===== config.mk =====
export PLATFORM = sky130hd
export DESIGN_NAME = line_framer_with_overflow_drop
export DESIGN_NICKNAME = d
export VERILOG_FILES = /design/src/design/lfod_pkg.sv /design/src/design/lfod_ram.sv /design/src/design/lfod_ctl.sv /design/src/design/line_framer_with_overflow_drop.sv
export VERILOG_INCLUDE_DIRS = /design/src /design/src/design
export SDC_FILE = /design/constraint.sdc
export NUM_CORES = 1
export LEC_CHECK = 0
export BUFFER_PORTS_ARGS = -buffer_cell sky130_fd_sc_hd__buf_2
export CAP_MARGIN = 40
export CORE_ASPECT_RATIO = 0.9
export CORE_MARGIN = 8
export CORE_UTILIZATION = 62
export DETAILED_ROUTE_END_ITERATION = 8
export GPL_ROUTABILITY_DRIVEN = 0
export PLACE_DENSITY = 0.91
export SETUP_SLACK_MARGIN = 0.02
export SLEW_MARGIN = 0
export SYNTH_ARGS = -nofsm -noshare
export SYNTH_HDL_FRONTEND = slang
export SYNTH_SLANG_ARGS = --single-unit

===== constraint.sdc =====
create_clock -name clk -period 3.9 [get_ports clk]
set_input_delay 0.39 -clock clk [delete_from_list [all_inputs] [get_ports clk]]
set_output_delay 0.39 -clock clk [all_outputs]
set_load 0.01 [all_outputs]

===== src/design/line_framer_with_overflow_drop_defines.svh =====
// Assertion macros for the line framer.
`ifndef LINE_FRAMER_WITH_OVERFLOW_DROP_DEFINES_SVH
`define LINE_FRAMER_WITH_OVERFLOW_DROP_DEFINES_SVH

`ifndef SYNTH
// Same-cycle implication, sampled on clk, off while rst_n is low.
`define LFOD_ASSERT_NOW(lbl, ante, cons) \
  lbl: assert property (@(posedge clk) disable iff (!rst_n) (ante) |-> (cons)) \
    else $error("line framer check failed");
// Next-cycle implication, sampled on clk, off while rst_n is low.
`define LFOD_ASSERT_NEXT(lbl, ante, cons) \
  lbl: assert property (@(posedge clk) disable iff (!rst_n) (ante) |=> (cons)) \
    else $error("line framer check failed");
`else
`define LFOD_ASSERT_NOW(lbl, ante, cons)
`define LFOD_ASSERT_NEXT(lbl, ante, cons)
`endif

`endif


===== src/design/lfod_pkg.sv =====
package lfod_pkg;

  localparam int CFG_W  = 6;
  localparam int BYTE_W = 8;
  localparam int CNT_W  = 32;

  localparam logic [BYTE_W-1:0] CHAR_LF = 8'd10;
  localparam logic [BYTE_W-1:0] CHAR_CR = 8'd13;

  typedef enum logic [1:0] {
    ST_IDLE,
    ST_PROC,
    ST_RD,
    ST_EMIT
  } lfod_state_t;

  typedef struct packed {
    logic              has_char;
    logic [BYTE_W-1:0] line_char;
    logic              run_last;
    logic [CNT_W-1:0]  lines_total;
    logic [CNT_W-1:0]  drops_total;
  } lfod_res_t;

endpackage


===== src/design/lfod_ram.sv =====
module lfod_ram #(
  parameter int DATA_W = 8,
  parameter int DEPTH  = 64
) (
  input  logic                     clk,
  input  logic                     wr_en,
  input  logic [$clog2(DEPTH)-1:0] wr_addr,
  input  logic [DATA_W-1:0]        wr_data,
  input  logic                     rd_en,
  input  logic [$clog2(DEPTH)-1:0] rd_addr,
  output logic [DATA_W-1:0]        rd_data
);

  logic [DATA_W-1:0] mem [DEPTH];
  logic [DATA_W-1:0] rd_data_r;

  always_ff @(posedge clk) begin
    if (wr_en) begin
      mem[wr_addr] <= wr_data;
    end
    if (rd_en) begin
      rd_data_r <= mem[rd_addr];
    end
  end

  assign rd_data = rd_data_r;

endmodule


===== src/design/lfod_ctl.sv =====
module lfod_ctl #(
  parameter int LINE_DEPTH = 64
) (
  input  logic                              clk,
  input  logic                              rst_n,
  input  logic                              in_valid,
  output logic                              in_stall,
  input  logic [lfod_pkg::BYTE_W-1:0]       in_rx_byte,
  input  logic [lfod_pkg::CFG_W-1:0]        max_chars,
  input  logic                              out_free,
  output logic                              res_load,
  output lfod_pkg::lfod_res_t               res,
  output logic                              ram_wr_en,
  output logic [$clog2(LINE_DEPTH)-1:0]     ram_wr_addr,
  output logic [lfod_pkg::BYTE_W-1:0]       ram_wr_data,
  output logic                              ram_rd_en,
  output logic [$clog2(LINE_DEPTH)-1:0]     ram_rd_addr,
  input  logic [lfod_pkg::BYTE_W-1:0]       ram_rd_data
);

  localparam int AW = $clog2(LINE_DEPTH);
  localparam int CW = lfod_pkg::CFG_W + 1;
  localparam logic [CW-1:0] MAX_LIM = CW'(LINE_DEPTH - 1);

  lfod_pkg::lfod_state_t state_r, state_nxt;
  logic [lfod_pkg::BYTE_W-1:0] byte_r, byte_nxt;
  logic [AW-1:0]               fill_r, fill_nxt;
  logic [AW-1:0]               idx_r, idx_nxt;
  logic [lfod_pkg::CNT_W-1:0]  lines_r, lines_nxt;
  logic [lfod_pkg::CNT_W-1:0]  drops_r, drops_nxt;

  logic [CW-1:0] lim;
  logic          is_term;
  logic          room;
  // one incrementer, shared by the store pointer and the read-out index
  logic [AW-1:0] inc_in;
  logic [AW-1:0] inc_out;
  logic          is_last;

  always_comb begin
    lim = CW'(max_chars);
    if (lim == '0) begin
      lim = CW'(1);
    end
    if (lim > MAX_LIM) begin
      lim = MAX_LIM;
    end
  end

  assign is_term = (byte_r == lfod_pkg::CHAR_LF) || (byte_r == lfod_pkg::CHAR_CR);
  assign room    = CW'(fill_r) < lim;
  assign inc_in  = (state_r == lfod_pkg::ST_PROC) ? fill_r : idx_r;
  assign inc_out = inc_in + AW'(1);
  assign is_last = (inc_out == fill_r);

  always_ff @(posedge clk) begin
    if (!rst_n) begin
      state_r <= lfod_pkg::ST_IDLE;
      fill_r  <= '0;
      idx_r   <= '0;
      lines_r <= '0;
      drops_r <= '0;
    end else begin
      state_r <= state_nxt;
      fill_r  <= fill_nxt;
      idx_r   <= idx_nxt;
      lines_r <= lines_nxt;
      drops_r <= drops_nxt;
    end
  end

  always_ff @(posedge clk) begin
    byte_r <= byte_nxt;
  end

  always_comb begin
    state_nxt   = state_r;
    byte_nxt    = byte_r;
    fill_nxt    = fill_r;
    idx_nxt     = idx_r;
    lines_nxt   = lines_r;
    drops_nxt   = drops_r;
    in_stall    = 1'b1;
    res_load    = 1'b0;
    ram_wr_en   = 1'b0;
    ram_wr_addr = fill_r;
    ram_wr_data = byte_r;
    ram_rd_en   = 1'b0;
    ram_rd_addr = idx_r;

    case (state_r)
      lfod_pkg::ST_IDLE: begin
        in_stall = 1'b0;
        if (in_valid) begin
          byte_nxt  = in_rx_byte;
          state_nxt = lfod_pkg::ST_PROC;
        end
      end
      lfod_pkg::ST_PROC: begin
        if (is_term && (fill_r != '0)) begin
          // line complete: count it, then read it out from the start
          lines_nxt = lines_r + lfod_pkg::CNT_W'(1);
          idx_nxt   = '0;
          state_nxt = lfod_pkg::ST_RD;
        end else if (out_free) begin
          res_load = 1'b1;
          if (!is_term) begin
            if (room) begin
              ram_wr_en = 1'b1;
              fill_nxt  = inc_out;
            end else begin
              // overlong line: drop it together with this byte
              fill_nxt  = '0;
              drops_nxt = drops_r + lfod_pkg::CNT_W'(1);
            end
          end
          state_nxt = lfod_pkg::ST_IDLE;
        end
      end
      lfod_pkg::ST_RD: begin
        ram_rd_en = 1'b1;
        state_nxt = lfod_pkg::ST_EMIT;
      end
      lfod_pkg::ST_EMIT: begin
        if (out_free) begin
          res_load = 1'b1;
          if (is_last) begin
            fill_nxt  = '0;
            state_nxt = lfod_pkg::ST_IDLE;
          end else begin
            idx_nxt   = inc_out;
            state_nxt = lfod_pkg::ST_RD;
          end
        end
      end
      default: begin
        state_nxt = lfod_pkg::ST_IDLE;
      end
    endcase
  end

  always_comb begin
    res.lines_total = lines_nxt;
    res.drops_total = drops_nxt;
    if (state_r == lfod_pkg::ST_EMIT) begin
      res.has_char  = 1'b1;
      res.line_char = ram_rd_data;
      res.run_last  = is_last;
    end else begin
      res.has_char  = 1'b0;
      res.line_char = '0;
      res.run_last  = 1'b1;
    end
  end

endmodule


===== src/design/line_framer_with_overflow_drop.sv =====
// A status result is loaded into the output register in the process step after its byte is taken; a line
// of N characters streams out after a count step, with a read step and an emit step per character.
// Each byte passes an accept step, then a process step that waits while the output register is full;
// a terminator that closes a line holds the input until the whole line has streamed out.
// in_stall is high while a byte is in work.
// Reset (rst_n, synchronous, active low) clears fill, counters and state; limit returns to 63.
`include "line_framer_with_overflow_drop_defines.svh"

module line_framer_with_overflow_drop #(
  parameter int LINE_DEPTH = 64
) (
  input  logic                          clk,
  input  logic                          rst_n,
  input  logic                          in_valid,
  output logic                          in_stall,
  input  logic [lfod_pkg::BYTE_W-1:0]   in_rx_byte,
  output logic                          out_valid,
  input  logic                          out_stall,
  output logic                          out_has_char,
  output logic [lfod_pkg::BYTE_W-1:0]   out_line_char,
  output logic                          out_run_last,
  output logic [lfod_pkg::CNT_W-1:0]    out_lines_total,
  output logic [lfod_pkg::CNT_W-1:0]    out_drops_total,
  input  logic                          cfg_valid,
  output logic                          cfg_ready,
  input  logic [lfod_pkg::CFG_W-1:0]    cfg_max_line_chars
);

  localparam int AW = $clog2(LINE_DEPTH);

  logic [lfod_pkg::CFG_W-1:0] max_chars_r, max_chars_nxt;
  logic                       out_valid_r, out_valid_nxt;
  lfod_pkg::lfod_res_t        res_r;
  lfod_pkg::lfod_res_t        res;
  logic                       res_load;
  logic                       out_free;

  logic                       ram_wr_en;
  logic [AW-1:0]              ram_wr_addr;
  logic [lfod_pkg::BYTE_W-1:0] ram_wr_data;
  logic                       ram_rd_en;
  logic [AW-1:0]              ram_rd_addr;
  logic [lfod_pkg::BYTE_W-1:0] ram_rd_data;

  assign cfg_ready     = 1'b1;
  assign max_chars_nxt = (cfg_valid && cfg_ready) ? cfg_max_line_chars : max_chars_r;

  assign out_free      = !out_valid_r || !out_stall;
  assign out_valid_nxt = res_load ? 1'b1 : (out_valid_r && out_stall);

  always_ff @(posedge clk) begin
    if (!rst_n) begin
      max_chars_r <= lfod_pkg::CFG_W'(63);
      out_valid_r <= 1'b0;
    end else begin
      max_chars_r <= max_chars_nxt;
      out_valid_r <= out_valid_nxt;
    end
  end

  // hold the result until it is taken
  always_ff @(posedge clk) begin
    if (res_load) begin
      res_r <= res;
    end
  end

  lfod_ram #(
    .DATA_W (lfod_pkg::BYTE_W),
    .DEPTH  (LINE_DEPTH)
  ) u_line_store (
    .clk     (clk),
    .wr_en   (ram_wr_en),
    .wr_addr (ram_wr_addr),
    .wr_data (ram_wr_data),
    .rd_en   (ram_rd_en),
    .rd_addr (ram_rd_addr),
    .rd_data (ram_rd_data)
  );

  lfod_ctl #(
    .LINE_DEPTH (LINE_DEPTH)
  ) u_ctl (
    .clk         (clk),
    .rst_n       (rst_n),
    .in_valid    (in_valid),
    .in_stall    (in_stall),
    .in_rx_byte  (in_rx_byte),
    .max_chars   (max_chars_r),
    .out_free    (out_free),
    .res_load    (res_load),
    .res         (res),
    .ram_wr_en   (ram_wr_en),
    .ram_wr_addr (ram_wr_addr),
    .ram_wr_data (ram_wr_data),
    .ram_rd_en   (ram_rd_en),
    .ram_rd_addr (ram_rd_addr),
    .ram_rd_data (ram_rd_data)
  );

  assign out_valid       = out_valid_r;
  assign out_has_char    = res_r.has_char;
  assign out_line_char   = res_r.line_char;
  assign out_run_last    = res_r.run_last;
  assign out_lines_total = res_r.lines_total;
  assign out_drops_total = res_r.drops_total;

  `LFOD_ASSERT_NEXT(a_busy_after_request, in_valid && !in_stall, in_stall)
  `LFOD_ASSERT_NOW(a_status_is_last, out_valid && !out_has_char,
    out_run_last && (out_line_char == '0))
  `LFOD_ASSERT_NEXT(a_lines_step, out_valid && !out_stall,
    !out_valid || (out_lines_total == $past(out_lines_total)) ||
    (out_lines_total == $past(out_lines_total) + 32'd1))

endmodule


# After elaboration in Yosys (flattened, before gate mapping)
# Memories as Yosys holds them, arrays and structs flattened. A register that Yosys moved wholly into a read port is not among the register bits.
# Cells that the tools add are included.
# word_totals
ff_bits,167
mem_bits_rw,512
in_bits,19
output_inout_bits,77
word_cells,89
memories,1
# memory_table
memory,depth,width,read_ports,rd_ports_with_merged_regs,wr,line,rtl
u_line_store.mem,64,8,1,1,1,lfod_ram.sv:14,logic [DATA_W-1:0] mem [DEPTH];
# classes
addsub,3
n_lt_le_gt_ge,2
eq_ne,15
mux,41
n_reduce_logical,14
# op_table
cell,n
32-bit two-way mux,7
6-bit two-way mux,12
"32-bit by 1-bit adder with 32-bit output, second input constant",2
6-bit case mux with 2 select lines,2
"8-bit by 4-bit equality test with 1-bit output, second input constant",2
"2-bit inequality test, second input constant",7
1-bit two-way mux,12
10-bit two-way mux,1
2-bit two-way mux,5
2-bit case mux with 4 select lines,1
"6-bit by 1-bit adder with 6-bit output, second input constant",1
6-bit equality test,1
"6-bit greater-than comparator, second input constant",1
6-bit logical NOT,1
6-bit < comparator,1
6-bit AND reduction,1
6-bit nonzero test,1
"2-bit equality test, second input constant",2
4-bit AND reduction,1
"3-bit inequality test, second input constant",1
3-bit AND reduction,1
"2-bit by 1-bit equality test with 1-bit output, second input constant",1
1-bit logical AND,2
1-bit logical NOT,2
other kinds (6),7

# Longest topological paths before layout
# logic_depth
ltp_word,12
mapped_depth,13
depth_no_buf,10

# Modules after synthesis
# A second synthesis with hierarchy kept.
# unflattened
cells_unflattened,1520
area_unflattened_um2,27246.1
# modules_own_cells
mod,n_inst,cells_per_inst,area_each_um2
lfod_ram,1,940,20246.9
lfod_ctl,1,481,4516.8
line_framer_with_overflow_drop,1,99,2482.4

# Worst setup path after synthesis
# Ideal clock, no wire load.
# synth_timing
path_type,flip-flop to flip-flop
from,"register u_ctl.byte_r, in the netlist u_ctl.ram_wr_data[1]"
to,memory u_line_store.mem[63][0] (enable)
setup_ns,0.370
arrival_time_ns,2.814
t_required_ns,3.530
path_slack_ns,0.716
path_stages_with_launch,8
n_path_buf,1
cell_sequence,edfxtp_1 and3b_2 o2111ai_2 nand2_2 buf_6 and4bb_1 nand3_1 nor2_1
# synth_via
elab_chain_cells,8
# synth_rtl
item,line,rtl
"start, declared",lfod_ctl.sv:26,"logic [lfod_pkg::BYTE_W-1:0] byte_r, byte_nxt;"
"start signal, assigned",lfod_ctl.sv:73,byte_r <= byte_nxt;
8-bit by 4-bit equality test with 1-bit output,lfod_ctl.sv:50,assign is_term = (byte_r == lfod_pkg::CHAR_LF) || (byte_r == lfod_pkg::CHAR_CR);
1-bit logical OR (*),lfod_ctl.sv:50,
1-bit two-way mux,lfod_ctl.sv:107,if (!is_term) begin
1-bit two-way mux,lfod_ctl.sv:105,end else if (out_free) begin
1-bit two-way mux (*),lfod_ctl.sv:100,if (is_term && (fill_r != '0)) begin
1-bit two-way mux (*),lfod_ctl.sv:91,case (state_r)
1-bit two-way mux (*),lfod_ram.sv:18,if (wr_en) begin
1-bit two-way mux (implied by the code) (*),lfod_ram.sv:19,mem[wr_addr] <= wr_data;
"end, declared",lfod_ram.sv:14,
# Mark *: on every way between the ends. The rest lies on a longest branch, timed or not.

# Worst setup path after layout
# layout_timing
from,"register u_ctl.fill_r[3], in the netlist u_ctl.ram_wr_addr[3]"
to,memory u_line_store.mem[46][3] (enable)
# layout_via
elab_chain_cells,8
# layout_rtl
item,line,rtl
"start, declared",lfod_ctl.sv:27,"logic [AW-1:0] fill_r, fill_nxt;"
"start signal, assigned",lfod_ctl.sv:65,fill_r <= fill_nxt;
6-bit < comparator,lfod_ctl.sv:51,assign room = CW'(fill_r) < lim;
1-bit two-way mux,lfod_ctl.sv:108,if (room) begin
1-bit two-way mux,lfod_ctl.sv:107,
1-bit two-way mux,lfod_ctl.sv:105,
1-bit two-way mux,lfod_ctl.sv:100,
1-bit two-way mux,lfod_ctl.sv:91,
1-bit two-way mux,lfod_ram.sv:18,
1-bit two-way mux (implied by the code),lfod_ram.sv:19,
# Parallel ways exist; a longest one is shown, timed or not.

==> flow_summary.yaml <==
cells_and_area:
  fillers: 2465
  final_cell_mix: "602 x edfxtp_1, 160 x mux4_2, 94 x buf_2"
  final_common_cell: "edfxtp_1"
  area_growth_pct: 13.2
  finalNetCount: 1695
  antennaDiodeCount: 0
  layout-drive-gt1-share_pct: 26.0
floorplanning:
  pin_count: 96
  fp-row-count: 73
  core_area_um2: 43900
  dieArea_um2: 51300
  chipWidth_um: 238
  start_util_pct: 62.5
  die_h_um: 216
worst_setup_path:
  cpMaxStageDelayCell: "or4_1"
  critical_path.max_fanout: 15
  arrival_ps: 3960
  ff2ff_path_depth: 7
  cp.buffers_inverters: 0
  regToRegEndpoint: "u_line_store.mem[46][3]"
  critPathLaunchType: "flop"
  cpMostUsedCell: "a21o_1"
  cp.depth: 7
  max_stage_delay_ps: 960
  worstSetupPathType: "flop to flop"
  r2r_setup_slack_ps: 200
  crit_start: "u_ctl.ram_wr_addr[3]"
  crit_chain: "ha_1 -> a21o_1 -> a21o_1 -> a21oi_2 -> nand2_2 -> or4_1 -> nor2_1"
  required_ps: 4160
  r2r_start: "u_ctl.ram_wr_addr[3]"
  cp-end-kind: "flop"
  cpLargestDelayFamily: "simple AND/OR/NAND/NOR gates"
routing:
  routed_wirelength_um: 68800
  via_per_inst: 6.68
  wl_per_cell_um: 29.7
  num_vias: 15500
  drt-initial-drc-count: 2108
  drtPass1Iterations: 6
  drtAntennaViolNets: 0
  drc: 0
logic_synthesis:
  ys_types: 66
  yosys_warnings: 0
  syn_avg_cell_area_um2: 18.1
  synthArstFlopShare_pct: 0
  ys_seq_area_share_pct: 72.0
  syn_nets: 1540
  synth_edf_count: 602
  synth_flop_cell: "edfxtp_1"
  ys_ff_latch: 687
  synth_area_um2: 27500
  synthCells: 1513
timing:
  timing.final.crit_share_pct: 94.9
  rsz0062_at_grt: "false"
  fin_skew_ps: 28.0
  maxSlewViolCount: 0
  hold_viol_final: 0
  max_freq_mhz: 270
  fin_tns_setup_ps: 0
  setup_ws_ps: 199
  worstMarginPinSlew_ps: 904
  final-setup-viol-count: 0
  period_minus_slack_ps: 3700
  maxSlewHeadroom_pct: 39.7
clock_network:
  hold_buffers: 13
  post_cts_buffers: 0
  cts-root-buf: "clkbuf_16"
  clk_pin_slew_ps: 70
  tritoncts: "built"
  cts_buffers: 61
  cts_num_sinks: 687
  ctsHtreeMaxLevel: 2
  clk_latency_ps: 650
  clockBufferDepth: 3
  cts_resized: 0
global_route:
  grt_pass1_vias: 15600
  grt_pass1_wl_um: 102000
  gr-total-overflow: 0
  antenna_found_initial: 3
  grt_max_degree: 66
  grtUsageTotal_pct: 26.8
power_and_ir_drop:
  ir_drop_mv: 0.443
  power_density_nw_per_um2: 492
  switching_share_pct: 21.4
  comb_power_share_pct: 5.8
  power_switching_uw: 3280
  p_int_uw: 12000
  p_leak_uw: 0.0104
  pwr-share-clk_pct: 41.1
  seqPwrFrac_pct: 53.1
placement:
  detailed_place_hpwl_um: 40500
  dp_slack_ps: 344
  portBuffers: 94
flow_run:
  cap_violations: 0
run_status:
  outcome: "completed"
worst_hold_path:
  holdPathStages: 3
  worstHoldPathType: "input pin to flop"
  holdPathEnd: "max_chars_r[4]"
  min_from: "cfg_max_line_chars[4]"
==> worst max path at each step <==
stage / to / slack, ps
floorplan: u_line_store.mem[63][0] / 720
global placement: u_line_store.mem[54][4] / 500
detailed placement: u_line_store.mem[38][7] / 340
CTS: u_line_store.mem[38][4] / 300
global route: u_line_store.mem[54][7] / 90
finish: u_line_store.mem[46][3] / 200
==> worst reg2reg max path: cells and delay by family, from the launching register on <==
kind,cells,cell delay [ps]
compound gates,3,560
fa+ha+maj,1,350
flops,1,640
simple gates,3,1770
==> area by class of cell <==
| class | count | area [um^2] | area share, % |
|---|---|---|---|
| clock buffer | 75 | 1640 | 5.28 |
| clock inverter | 40 | 447 | 1.44 |
| inverter | 15 | 56.3 | 0.181 |
| multi-input combinational | 727 | 7220 | 23.2 |
| sequential | 687 | 19800 | 63.7 |
| tap | 600 | 751 | 2.42 |
| timing repair buffer | 176 | 1170 | 3.76 |
==> per-layer routing <==
layer	up-vias	routed length (um)	share of wire (%)	track usage, %
li1	6268	-	-	-
met1	7811	24600	36	35.8
met2	1217	33800	49	43.7
met3	194	7760	11	5.69
met4	6	2560	3.7	9.43
met5	-	40	0.058	0
==> through the flow <==
step,instances,hold WS [ps],area (um^2),util (%),power (uW)
6_report,2320,31.2,31100,70.7,15300
3_5_place_dp,2192,481,28800,65.7,9140
3_3_place_gp,2191,464,28800,65.6,9110
2_1_floorplan,1513,442,27500,-,8830
5_1_grt,2320,12.8,31100,70.7,15600
4_1_cts,2320,7.54,31100,70.7,15300
==> power groups by stage <==
stage	Combinational, uW	Clock (uW)	Sequential (uW)
floorplan	511	0	8320
global placement	829	0	8280
detailed placement	859	0	8280
CTS	886	6300	8120
global route	928	6590	8130
finish	889	6290	8130
==> cells in the mapped netlist (2+ instances only) <==
cell,number,share of area [%]
edfxtp_1,602,66
mux4_2,160,13
nand2_1,91,1.2
nor2_1,88,1.2
dfxtp_1,85,6.2
and2_1,49,1.1
nand3_1,47,0.86
xnor2_1,45,1.4
clkbuf_1,43,0.59
xor2_1,28,0.89
mux2i_1,26,0.95
nand2b_1,22,0.50
and3_1,18,0.41
a22oi_1,16,0.44
buf_2,16,0.29
nand4_1,16,0.36
inv_1,15,0.21
o211ai_1,12,0.33
buf_1,11,0.15
nor3_1,11,0.20
a211oi_1,8,0.22
ha_1,8,0.36
a21oi_1,7,0.13
and4_1,7,0.22
buf_6,7,0.29
buf_4,6,0.16
nand3b_1,5,0.14
nor2b_1,4,0.091
o22ai_1,4,0.091
a2111oi_1,3,0.11
nand4b_1,3,0.096
nor4_1,3,0.068
o21ai_0,3,0.055
or4_1,3,0.082
a21o_1,2,0.055
a21oi_2,2,0.064
a31o_2,2,0.064
mux2_2,2,0.082
nand2_2,2,0.046
nor3_2,2,0.073
o2111a_1,2,0.082
or2_2,2,0.046
or3b_2,2,0.064
==> cells by family after synthesis <==
kind of cell / count (synthesis) / synth area share, %
DFF: 687 / 72.0
and+or+nand+nor: 385 / 7.24
muxes: 189 / 14.2
buffers and inverters: 99 / 1.70
xor gates and xnor gates: 73 / 2.33
AOI/OAI and AO/OA: 71 / 2.07
adders and majority gates: 8 / 0.365
other: 1 / 0.0137
==> flip-flops by register name (all words and copies together) (netlist names) <==
signal / flops
u_line_store.mem: 512
out_drops_total: 32
out_lines_total: 32
u_ctl.drops_r: 32
u_ctl.lines_r: 32
out_line_char: 8
u_ctl.ram_wr_data: 8
u_line_store.rd_data: 8
max_chars_r: 6
u_ctl.ram_rd_addr: 6
u_ctl.ram_wr_addr: 6
u_ctl.state_r: 2
out_has_char: 1
out_run_last: 1
out_valid: 1
Power figures use the tool's default switching activity.
